--- src/msd_pkg.sv ---
`timescale 1ns / 1ps

package msd_pkg;

    // Default geometry of the load sample and of the running average
    localparam int SAMPLE_BITS_DEF        = 10;
    localparam int AVERAGE_FRACTION_DEF   = 8;

    // Fixed register and field widths
    localparam int SG_BITS       = 10;
    localparam int VEL_BITS      = 16;
    localparam int COUNT_BITS    = 8;
    localparam int REG_IDX_BITS  = 3;
    localparam int REG_DATA_BITS = 16;
    localparam int DEMAND_BITS   = SG_BITS + VEL_BITS;

    typedef enum logic [REG_IDX_BITS-1:0] {
        REG_SMOOTHING_ENABLE = 3'd0,
        REG_MAX_STALLGUARD   = 3'd1,
        REG_VELOCITY_MAX     = 3'd2,
        REG_NORMAL_MARGIN    = 3'd3,
        REG_GRIP_BUFFER      = 3'd4,
        REG_LOW_COUNT_LIMIT  = 3'd5
    } reg_index_t;

    typedef struct packed {
        logic                  smoothing_enable;
        logic [SG_BITS-1:0]    load_slope;
        logic [VEL_BITS-1:0]   velocity_max;
        logic [SG_BITS-1:0]    normal_margin;
        logic [SG_BITS-1:0]    grip_buffer;
        logic [COUNT_BITS-1:0] low_count_limit;
    } cfg_t;

endpackage

--- src/msd_regs.sv ---
`timescale 1ns / 1ps

module msd_regs (
    input  logic                               clk,
    input  logic                               rst_n,
    input  logic                               wr_en,
    input  logic [msd_pkg::REG_IDX_BITS-1:0]   wr_index,
    input  logic [msd_pkg::REG_DATA_BITS-1:0]  wr_data,
    output msd_pkg::cfg_t                      cfg
);
    import msd_pkg::*;

    cfg_t cfg_reg;
    cfg_t cfg_next;

    always_comb
    begin
        cfg_next = cfg_reg;
        if (wr_en)
        begin
            case (reg_index_t'(wr_index))
                REG_SMOOTHING_ENABLE: cfg_next.smoothing_enable = wr_data[0];
                REG_MAX_STALLGUARD:   cfg_next.load_slope       = wr_data[SG_BITS-1:0];
                REG_VELOCITY_MAX:     cfg_next.velocity_max     = wr_data[VEL_BITS-1:0];
                REG_NORMAL_MARGIN:    cfg_next.normal_margin    = wr_data[SG_BITS-1:0];
                REG_GRIP_BUFFER:      cfg_next.grip_buffer      = wr_data[SG_BITS-1:0];
                REG_LOW_COUNT_LIMIT:  cfg_next.low_count_limit  = wr_data[COUNT_BITS-1:0];
                default:              cfg_next = cfg_reg;
            endcase
        end
    end

    always_ff @(posedge clk or negedge rst_n)
    begin
        if (!rst_n)
        begin
            cfg_reg.smoothing_enable <= 1'b0;
            cfg_reg.load_slope       <= '0;
            cfg_reg.velocity_max     <= VEL_BITS'(1);
            cfg_reg.normal_margin    <= '0;
            cfg_reg.grip_buffer      <= '0;
            cfg_reg.low_count_limit  <= COUNT_BITS'(1);
        end
        else
        begin
            cfg_reg <= cfg_next;
        end
    end

    assign cfg = cfg_reg;

endmodule

--- src/msd_front.sv ---
`timescale 1ns / 1ps

module msd_front #(
    parameter int SAMPLE_BITS = msd_pkg::SAMPLE_BITS_DEF
) (
    input  logic                              clk,
    input  logic                              rst_n,
    input  logic                              load,
    input  logic                              drain,
    input  logic [SAMPLE_BITS-1:0]            load_sample,
    input  logic [msd_pkg::VEL_BITS-1:0]      velocity,
    input  logic                              grip_mode,
    input  logic [msd_pkg::SG_BITS-1:0]       load_slope,
    output logic                              valid,
    output logic [SAMPLE_BITS-1:0]            sample,
    output logic                              grip,
    output logic [msd_pkg::DEMAND_BITS-1:0]   demand
);
    import msd_pkg::*;

    logic                   valid_reg;
    logic                   valid_next;
    logic [SAMPLE_BITS-1:0] sample_reg;
    logic                   grip_reg;
    logic [DEMAND_BITS-1:0] demand_reg;
    logic [DEMAND_BITS-1:0] demand_next;

    // Right-hand side of the threshold test: load_slope * velocity
    assign demand_next = DEMAND_BITS'(load_slope) * DEMAND_BITS'(velocity);

    always_comb
    begin
        valid_next = valid_reg;
        if (load)
            valid_next = 1'b1;
        else if (drain)
            valid_next = 1'b0;
    end

    always_ff @(posedge clk or negedge rst_n)
    begin
        if (!rst_n)
            valid_reg <= 1'b0;
        else
            valid_reg <= valid_next;
    end

    always_ff @(posedge clk)
    begin
        if (load)
        begin
            sample_reg <= load_sample;
            grip_reg   <= grip_mode;
            demand_reg <= demand_next;
        end
    end

    assign valid  = valid_reg;
    assign sample = sample_reg;
    assign grip   = grip_reg;
    assign demand = demand_reg;

endmodule

--- src/msd_check.sv ---
`timescale 1ns / 1ps

module msd_check #(
    parameter int SAMPLE_BITS           = msd_pkg::SAMPLE_BITS_DEF,
    parameter int AVERAGE_FRACTION_BITS = msd_pkg::AVERAGE_FRACTION_DEF
) (
    input  logic                              clk,
    input  logic                              rst_n,
    input  logic                              advance,
    input  logic                              take,
    input  logic [SAMPLE_BITS-1:0]            sample,
    input  logic                              grip,
    input  logic [msd_pkg::DEMAND_BITS-1:0]   demand,
    input  msd_pkg::cfg_t                     cfg,
    output logic                              valid,
    output logic                              stall_event,
    output logic                              stall_sticky,
    output logic [SAMPLE_BITS-1:0]            compared_sample,
    output logic [msd_pkg::COUNT_BITS-1:0]    low_run_count
);
    import msd_pkg::*;

    localparam int AVG_BITS = SAMPLE_BITS + AVERAGE_FRACTION_BITS;
    localparam int SUM_BITS = AVG_BITS + 2;
    localparam int CMP_BITS = ((SAMPLE_BITS > SG_BITS) ? SAMPLE_BITS : SG_BITS) + 1;
    localparam int PRD_BITS = CMP_BITS + VEL_BITS;

    logic                   valid_reg,  valid_next;
    logic [AVG_BITS-1:0]    avg_reg,    avg_next;
    logic [COUNT_BITS-1:0]  count_reg,  count_next;
    logic                   grip_reg,   grip_next;
    logic                   seen_reg,   seen_next;
    logic                   event_reg,  event_next;
    logic [SAMPLE_BITS-1:0] cmp_reg,    cmp_next;

    logic [SUM_BITS-1:0]    avg_sum;
    logic [CMP_BITS-1:0]    level;
    logic [VEL_BITS-1:0]    vmax;
    logic [PRD_BITS-1:0]    supply;
    logic [COUNT_BITS-1:0]  count_inc;
    logic                   is_low;

    // avg' = ((sample << F) + 3 * avg) >> 2
    assign avg_sum = (SUM_BITS'(sample) << AVERAGE_FRACTION_BITS)
                   + (SUM_BITS'(avg_reg) << 1) + SUM_BITS'(avg_reg);

    always_comb
    begin
        avg_next  = avg_reg;
        grip_next = grip_reg;
        cmp_next  = sample;
        if (cfg.smoothing_enable)
        begin
            avg_next = avg_sum[SUM_BITS-1:2];
            cmp_next = avg_next[AVG_BITS-1:AVERAGE_FRACTION_BITS];
            if (grip)
                grip_next = 1'b1;
        end
    end

    assign vmax   = (cfg.velocity_max == '0) ? VEL_BITS'(1) : cfg.velocity_max;
    assign level  = CMP_BITS'(cmp_next)
                  + CMP_BITS'(grip_next ? cfg.grip_buffer : cfg.normal_margin);
    assign supply = PRD_BITS'(level) * PRD_BITS'(vmax);
    assign is_low = supply < PRD_BITS'(demand);
    assign count_inc = count_reg + COUNT_BITS'(1);

    always_comb
    begin
        event_next = 1'b0;
        seen_next  = seen_reg;
        count_next = '0;
        if (is_low)
        begin
            count_next = count_inc;
            if (count_inc >= cfg.low_count_limit)
            begin
                event_next = 1'b1;
                seen_next  = 1'b1;
                count_next = '0;
            end
        end
    end

    always_comb
    begin
        valid_next = valid_reg;
        if (advance)
            valid_next = 1'b1;
        else if (take)
            valid_next = 1'b0;
    end

    always_ff @(posedge clk or negedge rst_n)
    begin
        if (!rst_n)
        begin
            valid_reg <= 1'b0;
            avg_reg   <= '0;
            count_reg <= '0;
            grip_reg  <= 1'b0;
            seen_reg  <= 1'b0;
        end
        else
        begin
            valid_reg <= valid_next;
            if (advance)
            begin
                avg_reg   <= avg_next;
                count_reg <= count_next;
                grip_reg  <= grip_next;
                seen_reg  <= seen_next;
            end
        end
    end

    always_ff @(posedge clk)
    begin
        if (advance)
        begin
            event_reg <= event_next;
            cmp_reg   <= cmp_next;
        end
    end

    assign valid           = valid_reg;
    assign stall_event     = event_reg;
    assign stall_sticky    = seen_reg;
    assign compared_sample = cmp_reg;
    assign low_run_count   = count_reg;

    a_event_flags: assert property (@(posedge clk) disable iff (!rst_n)
        valid_reg && event_reg |-> seen_reg && (count_reg == '0))
        else $error("stall event without sticky flag or with nonzero run count");

    a_seen_sticky: assert property (@(posedge clk) disable iff (!rst_n)
        seen_reg |=> seen_reg)
        else $error("sticky stall flag dropped");

    a_grip_sticky: assert property (@(posedge clk) disable iff (!rst_n)
        grip_reg |=> grip_reg)
        else $error("grip buffer latch dropped");

    a_state_hold: assert property (@(posedge clk) disable iff (!rst_n)
        !advance |=> $stable(count_reg) && $stable(avg_reg))
        else $error("check state moved without a request");

endmodule

--- src/motor_stall_detector_core.sv ---
`timescale 1ns / 1ps

// Stall detector for a stepper driver: each request on the slave stream is one periodic
// status check (load sample, velocity, grip mode) and produces exactly one result on the
// master stream. The sample, optionally smoothed by a 1/4 exponential average, is low
// when (sample + buffer) * velocity_max < load_slope * velocity; after
// low_count_limit consecutive low checks a stall event is pulsed and the sticky flag set.
// One check is accepted every clock cycle unless backpressure on the master side holds it.
// From accept to result, a front register stage holds the sample and the
// load_slope * velocity product, and the check stage updates the average, run counter
// and latches into the result register. Backpressure on the master side stalls both
// stages; s_tready follows it combinationally. Configuration writes take effect on the
// next cycle and are meant to be issued only while no check is in flight.
module motor_stall_detector_core #(
    parameter int SAMPLE_BITS           = msd_pkg::SAMPLE_BITS_DEF,
    parameter int AVERAGE_FRACTION_BITS = msd_pkg::AVERAGE_FRACTION_DEF,
    parameter int S_DATA_BITS = ((SAMPLE_BITS + msd_pkg::VEL_BITS + 1 + 7) / 8) * 8,
    parameter int M_DATA_BITS = ((SAMPLE_BITS + msd_pkg::COUNT_BITS + 2 + 7) / 8) * 8
) (
    input  logic                               clk,
    input  logic                               rst_n,
    // Configuration write port
    input  logic                               wr_en,
    input  logic [msd_pkg::REG_IDX_BITS-1:0]   wr_index,
    input  logic [msd_pkg::REG_DATA_BITS-1:0]  wr_data,
    // Check requests
    input  logic                               s_tvalid,
    output logic                               s_tready,
    // low to high: load_sample, velocity, grip_mode
    input  logic [S_DATA_BITS-1:0]             s_tdata,
    // Check results
    output logic                               m_tvalid,
    input  logic                               m_tready,
    // low to high: stall_event, sticky stall indication, compared_sample, low_run_count
    output logic [M_DATA_BITS-1:0]             m_tdata
);
    import msd_pkg::*;

    cfg_t                   cfg;
    logic                   s_accept;
    logic                   advance;
    logic                   take;
    logic                   front_valid;
    logic [SAMPLE_BITS-1:0] front_sample;
    logic                   front_grip;
    logic [DEMAND_BITS-1:0] front_demand;
    logic                   out_valid;
    logic                   stall_event;
    logic                   stall_sticky;
    logic [SAMPLE_BITS-1:0] compared_sample;
    logic [COUNT_BITS-1:0]  low_run_count;

    msd_regs u_regs (
        .clk      (clk),
        .rst_n    (rst_n),
        .wr_en    (wr_en),
        .wr_index (wr_index),
        .wr_data  (wr_data),
        .cfg      (cfg)
    );

    // Move the front stage into the result register when the result slot is free or
    // being emptied this cycle; the front stage refills in the same cycle.
    assign take     = out_valid && m_tready;
    assign advance  = front_valid && (!out_valid || m_tready);
    assign s_tready = !front_valid || advance;
    assign s_accept = s_tvalid && s_tready;

    msd_front #(
        .SAMPLE_BITS (SAMPLE_BITS)
    ) u_front (
        .clk         (clk),
        .rst_n       (rst_n),
        .load        (s_accept),
        .drain       (advance),
        .load_sample (s_tdata[SAMPLE_BITS-1:0]),
        .velocity    (s_tdata[SAMPLE_BITS +: VEL_BITS]),
        .grip_mode   (s_tdata[SAMPLE_BITS + VEL_BITS]),
        .load_slope  (cfg.load_slope),
        .valid       (front_valid),
        .sample      (front_sample),
        .grip        (front_grip),
        .demand      (front_demand)
    );

    msd_check #(
        .SAMPLE_BITS           (SAMPLE_BITS),
        .AVERAGE_FRACTION_BITS (AVERAGE_FRACTION_BITS)
    ) u_check (
        .clk             (clk),
        .rst_n           (rst_n),
        .advance         (advance),
        .take            (take),
        .sample          (front_sample),
        .grip            (front_grip),
        .demand          (front_demand),
        .cfg             (cfg),
        .valid           (out_valid),
        .stall_event     (stall_event),
        .stall_sticky    (stall_sticky),
        .compared_sample (compared_sample),
        .low_run_count   (low_run_count)
    );

    assign m_tvalid = out_valid;
    assign m_tdata  = M_DATA_BITS'({low_run_count, compared_sample, stall_sticky, stall_event});

endmodule
--- config.mk ---
export PLATFORM = sky130hd
export DESIGN_NAME = motor_stall_detector_core
export DESIGN_NICKNAME = d
export VERILOG_FILES = /design/src/msd_pkg.sv /design/src/msd_regs.sv /design/src/msd_front.sv /design/src/msd_check.sv /design/src/motor_stall_detector_core.sv
export SDC_FILE = /design/constraint.sdc
export NUM_CORES = 1
export LEC_CHECK = 0
export BUFFER_PORTS_ARGS = -buffer_cell sky130_fd_sc_hd__buf_2
export CAP_MARGIN = 20
export CORE_MARGIN = 2
export CORE_UTILIZATION = 30
export DETAILED_ROUTE_END_ITERATION = 6
export GPL_TIMING_DRIVEN = 0
export MAX_ROUTING_LAYER = met4
export SYNTH_ARGS = -nofsm -noshare
export SYNTH_HDL_FRONTEND = slang
export SYNTH_SLANG_ARGS = --single-unit
--- constraint.sdc ---
create_clock -name clk -period 11.7 [get_ports clk]
set_input_delay 1.17 -clock clk [delete_from_list [all_inputs] [get_ports clk]]
set_output_delay 1.17 -clock clk [all_outputs]
set_load 0.1 [all_outputs]
==> reports/qor.csv <==
metric,value,unit
maximum fanout along the worst path,10,
final worst path period share,94.4,%
half-perimeter wire length after detailed placement,35300,um
Crit path required time,12020,ps
Setup crit start kind,register,
wire length reported by the detailed router,42700,um
first-pass GRT wire length,71800,um
fraction of layout instances using a drive strength above 1,10.2,%
effective utilization at floorplan,30.5,%
CTS Root Buffer Type,clkbuf_16,
final clock skew,15.7,ps
reg-to-reg setup timing slack,650,ps
min-delay worst type,reg2reg,
actual transition at the worst max-transition pin,1030,ps
later-pin clock latency in the skew report,440,ps
count of warnings emitted by yosys,0,
delay of the slowest cell on the worst path,570,ps
RSZ-0062 raised after global routing,no,
Core Rows,89,
worst setup path end,u_check.low_run_count[5],
depth of the worst register-to-register path,49,
area added between synthesis and finish,10.8,%
capturing point of the worst reg2reg path,u_check.low_run_count[5],
Final Instance Area,0.0200,sq mm
I/O pins,82,
cell repeated most along the worst path,fa_1,
maximum buffer depth of the clock tree,2,
category of the worst setup path capture point,register,
core occupancy in the finished layout,33.8,%
most common library cell in the layout ignoring fill and taps,inv_1,
sequential cell area,0.00357,sq mm
Netlist Area Pre-Place,0.0180,sq mm
DIE HEIGHT,249,um
H-tree lvl count,4,
total number of vias,13086,
share of synthesized flip-flops with an asynchronous set or reset,63.9,%
Post-Place Cell Area,0.0194,sq mm
RR Startpoint,u_check.avg_reg[1],
multi-input logic area,0.0130,sq mm
final hold violations,0,
IO Port Bufs,56,
Via-to-Cell Ratio,4.76,
sequential share of the synthesized area,19.8,%
clock transition at the registers of the reported paths,60,ps
ys flop type,dfrtp_1,
status,completed,
Achievable Freq,0.0905,GHz
Setup TNS Final,0,ps
combined global-route utilization of all metal layers,14.5,%
drt pass-1 iters,5,
number of antenna-violating nets in the routed design,0,
clock period minus final worst setup slack,11050,ps
RD Place Congestion,0.903,
CTS Buf Count,17,
most used cells in the layout excluding fill and tap cells,"inv_1, fa_1, nand2_1, ha_1, and2_1",
fill cell count,6050,
number of nets at the end of the flow,2456,
clock tree from TritonCTS,done,
Routed WL per cell,15.5,um
total count of max-transition violations in the final report,0,
arrival time worst endpoint,11370,ps
worst relative slew slack,31.5,%
Crit. Startpoint,u_check.avg_reg[1],
# Max-Cap Violations,0,
Mean Syn Cell Area,9.62,sq um
area of the die,0.0621,sq mm
maximum number of pins on one net before global-route repair,69,
Crit Path Class,reg2reg,
gr ovfl total,0,
count of unresolved DRC violations after routing,0,
"slowest stage cell, crit path",fa_1,
number of standard cells after synthesis,1877,
core area,0.0592,sq mm
number of design-rule violations left by the first detailed-router iteration,680,
die span in x,249,um
sinks on the clock net,133,
count of endpoints failing setup in the final report,0,
CTS Hold Bufs,0,
vias in the first global route,14044,
number of enable flip-flop cells after synthesis,48,
post-synth cell types,72,
number of antenna violations at the first check in global routing,1,
synthesis-stage register bit count,133,
number of flip-flops under the largest register name,55,
Yosys cell counts (5+ instances only):
cell type	n	share of area (%)
or3_1	5	0.17
o21ai_1	25	0.69
a32o_1	5	0.28
a211oi_1	11	0.46
a21o_1	28	1.2
fa_1	247	27
and2_1	124	4.3
xor2_1	17	0.82
dfrtp_1	83	12
nand4_1	10	0.35
nor2b_1	15	0.52
clkbuf_1	63	1.3
nor3_1	15	0.42
edfxtp_1	48	8.0
o21a_1	16	0.67
nand2b_1	19	0.66
o21ai_0	25	0.69
o211ai_1	10	0.42
nand3_1	25	0.69
xnor2_1	39	1.9
inv_1	322	6.7
nor2_1	56	1.2
and3_1	17	0.59
o31ai_1	9	0.37
mux2_2	74	4.6
nand2_1	226	4.7
a21oi_1	60	1.7
buf_4	6	0.25
ha_1	193	13
critical path: cells and delay by family (launching register included):
kind / cells / cell delay, ps
adders and majority gates: 12 / 4700
AOI/OAI and AO/OA: 15 / 3110
and+or+nand+nor: 10 / 1190
buffers and inverters: 10 / 1190
DFF: 1 / 390
xor gates and xnor gates: 2 / 320
layer usage:
layer / up-vias / part of all wire (%) / track usage [%]
li1: 6239 / - / -
met5: - / 0 / -
met2: 262 / 48 / 23.8
met3: 50 / 4.1 / 2.01
met4: 0 / 1.8 / 3.37
met1: 6535 / 46 / 19.1
cell families after synthesis:
kind of cell / synth area share, %
adders and majority gates: 40.8
AOI/OAI and AO/OA: 9.18
xor gates and xnor gates: 2.81
and+or+nand+nor: 14.3
buffers and inverters: 8.42
muxes: 4.67
DFF: 19.8
other: 0.0208
worst min path at each step:
stage	startpoint	to	slack [ps]	cells past startpoint
after floorplan	u_check.stall_sticky	u_check.stall_sticky	440	2
after global placement	u_check.stall_sticky	u_check.stall_sticky	450	2
after detailed placement	u_check.grip_reg	u_check.grip_reg	460	1
after CTS	u_check.grip_reg	u_check.grip_reg	470	1
after global routing	u_check.grip_reg	u_check.grip_reg	500	1
final	u_check.grip_reg	u_check.grip_reg	470	1
repair_timing:
item,in CTS,in global routing
endpoints found under the setup margin,0,10
resized for setup,0,18
buffers inserted,0,2
per-stage QoR:
| stage | hold WS (ps) | setup slack, ps | instances |
|---|---|---|---|
| floorplan | 437 | 1850 | 1880 |
| finish | 466 | 650 | 2747 |
| CTS | 470 | 227 | 2743 |
| global placement | 451 | 402 | 2709 |
| detailed placement | 457 | 330 | 2711 |
| global route | 499 | 35.6 | 2746 |
layout make-up:
type	count	share of cell area [%]
sequential	133	17.8
clock buffer	22	2.43
tap	773	4.83
antenna	1	0.0125
inverter	324	6.08
buffer	74	1.56
timing repair buffer	61	1.83
multi-input combinational	1349	65.1
clock inverter	10	0.350
Power is left out: the tool's default activity adds up to more than one toggle a clock period on the data nets, which glitch-free logic cannot reach.
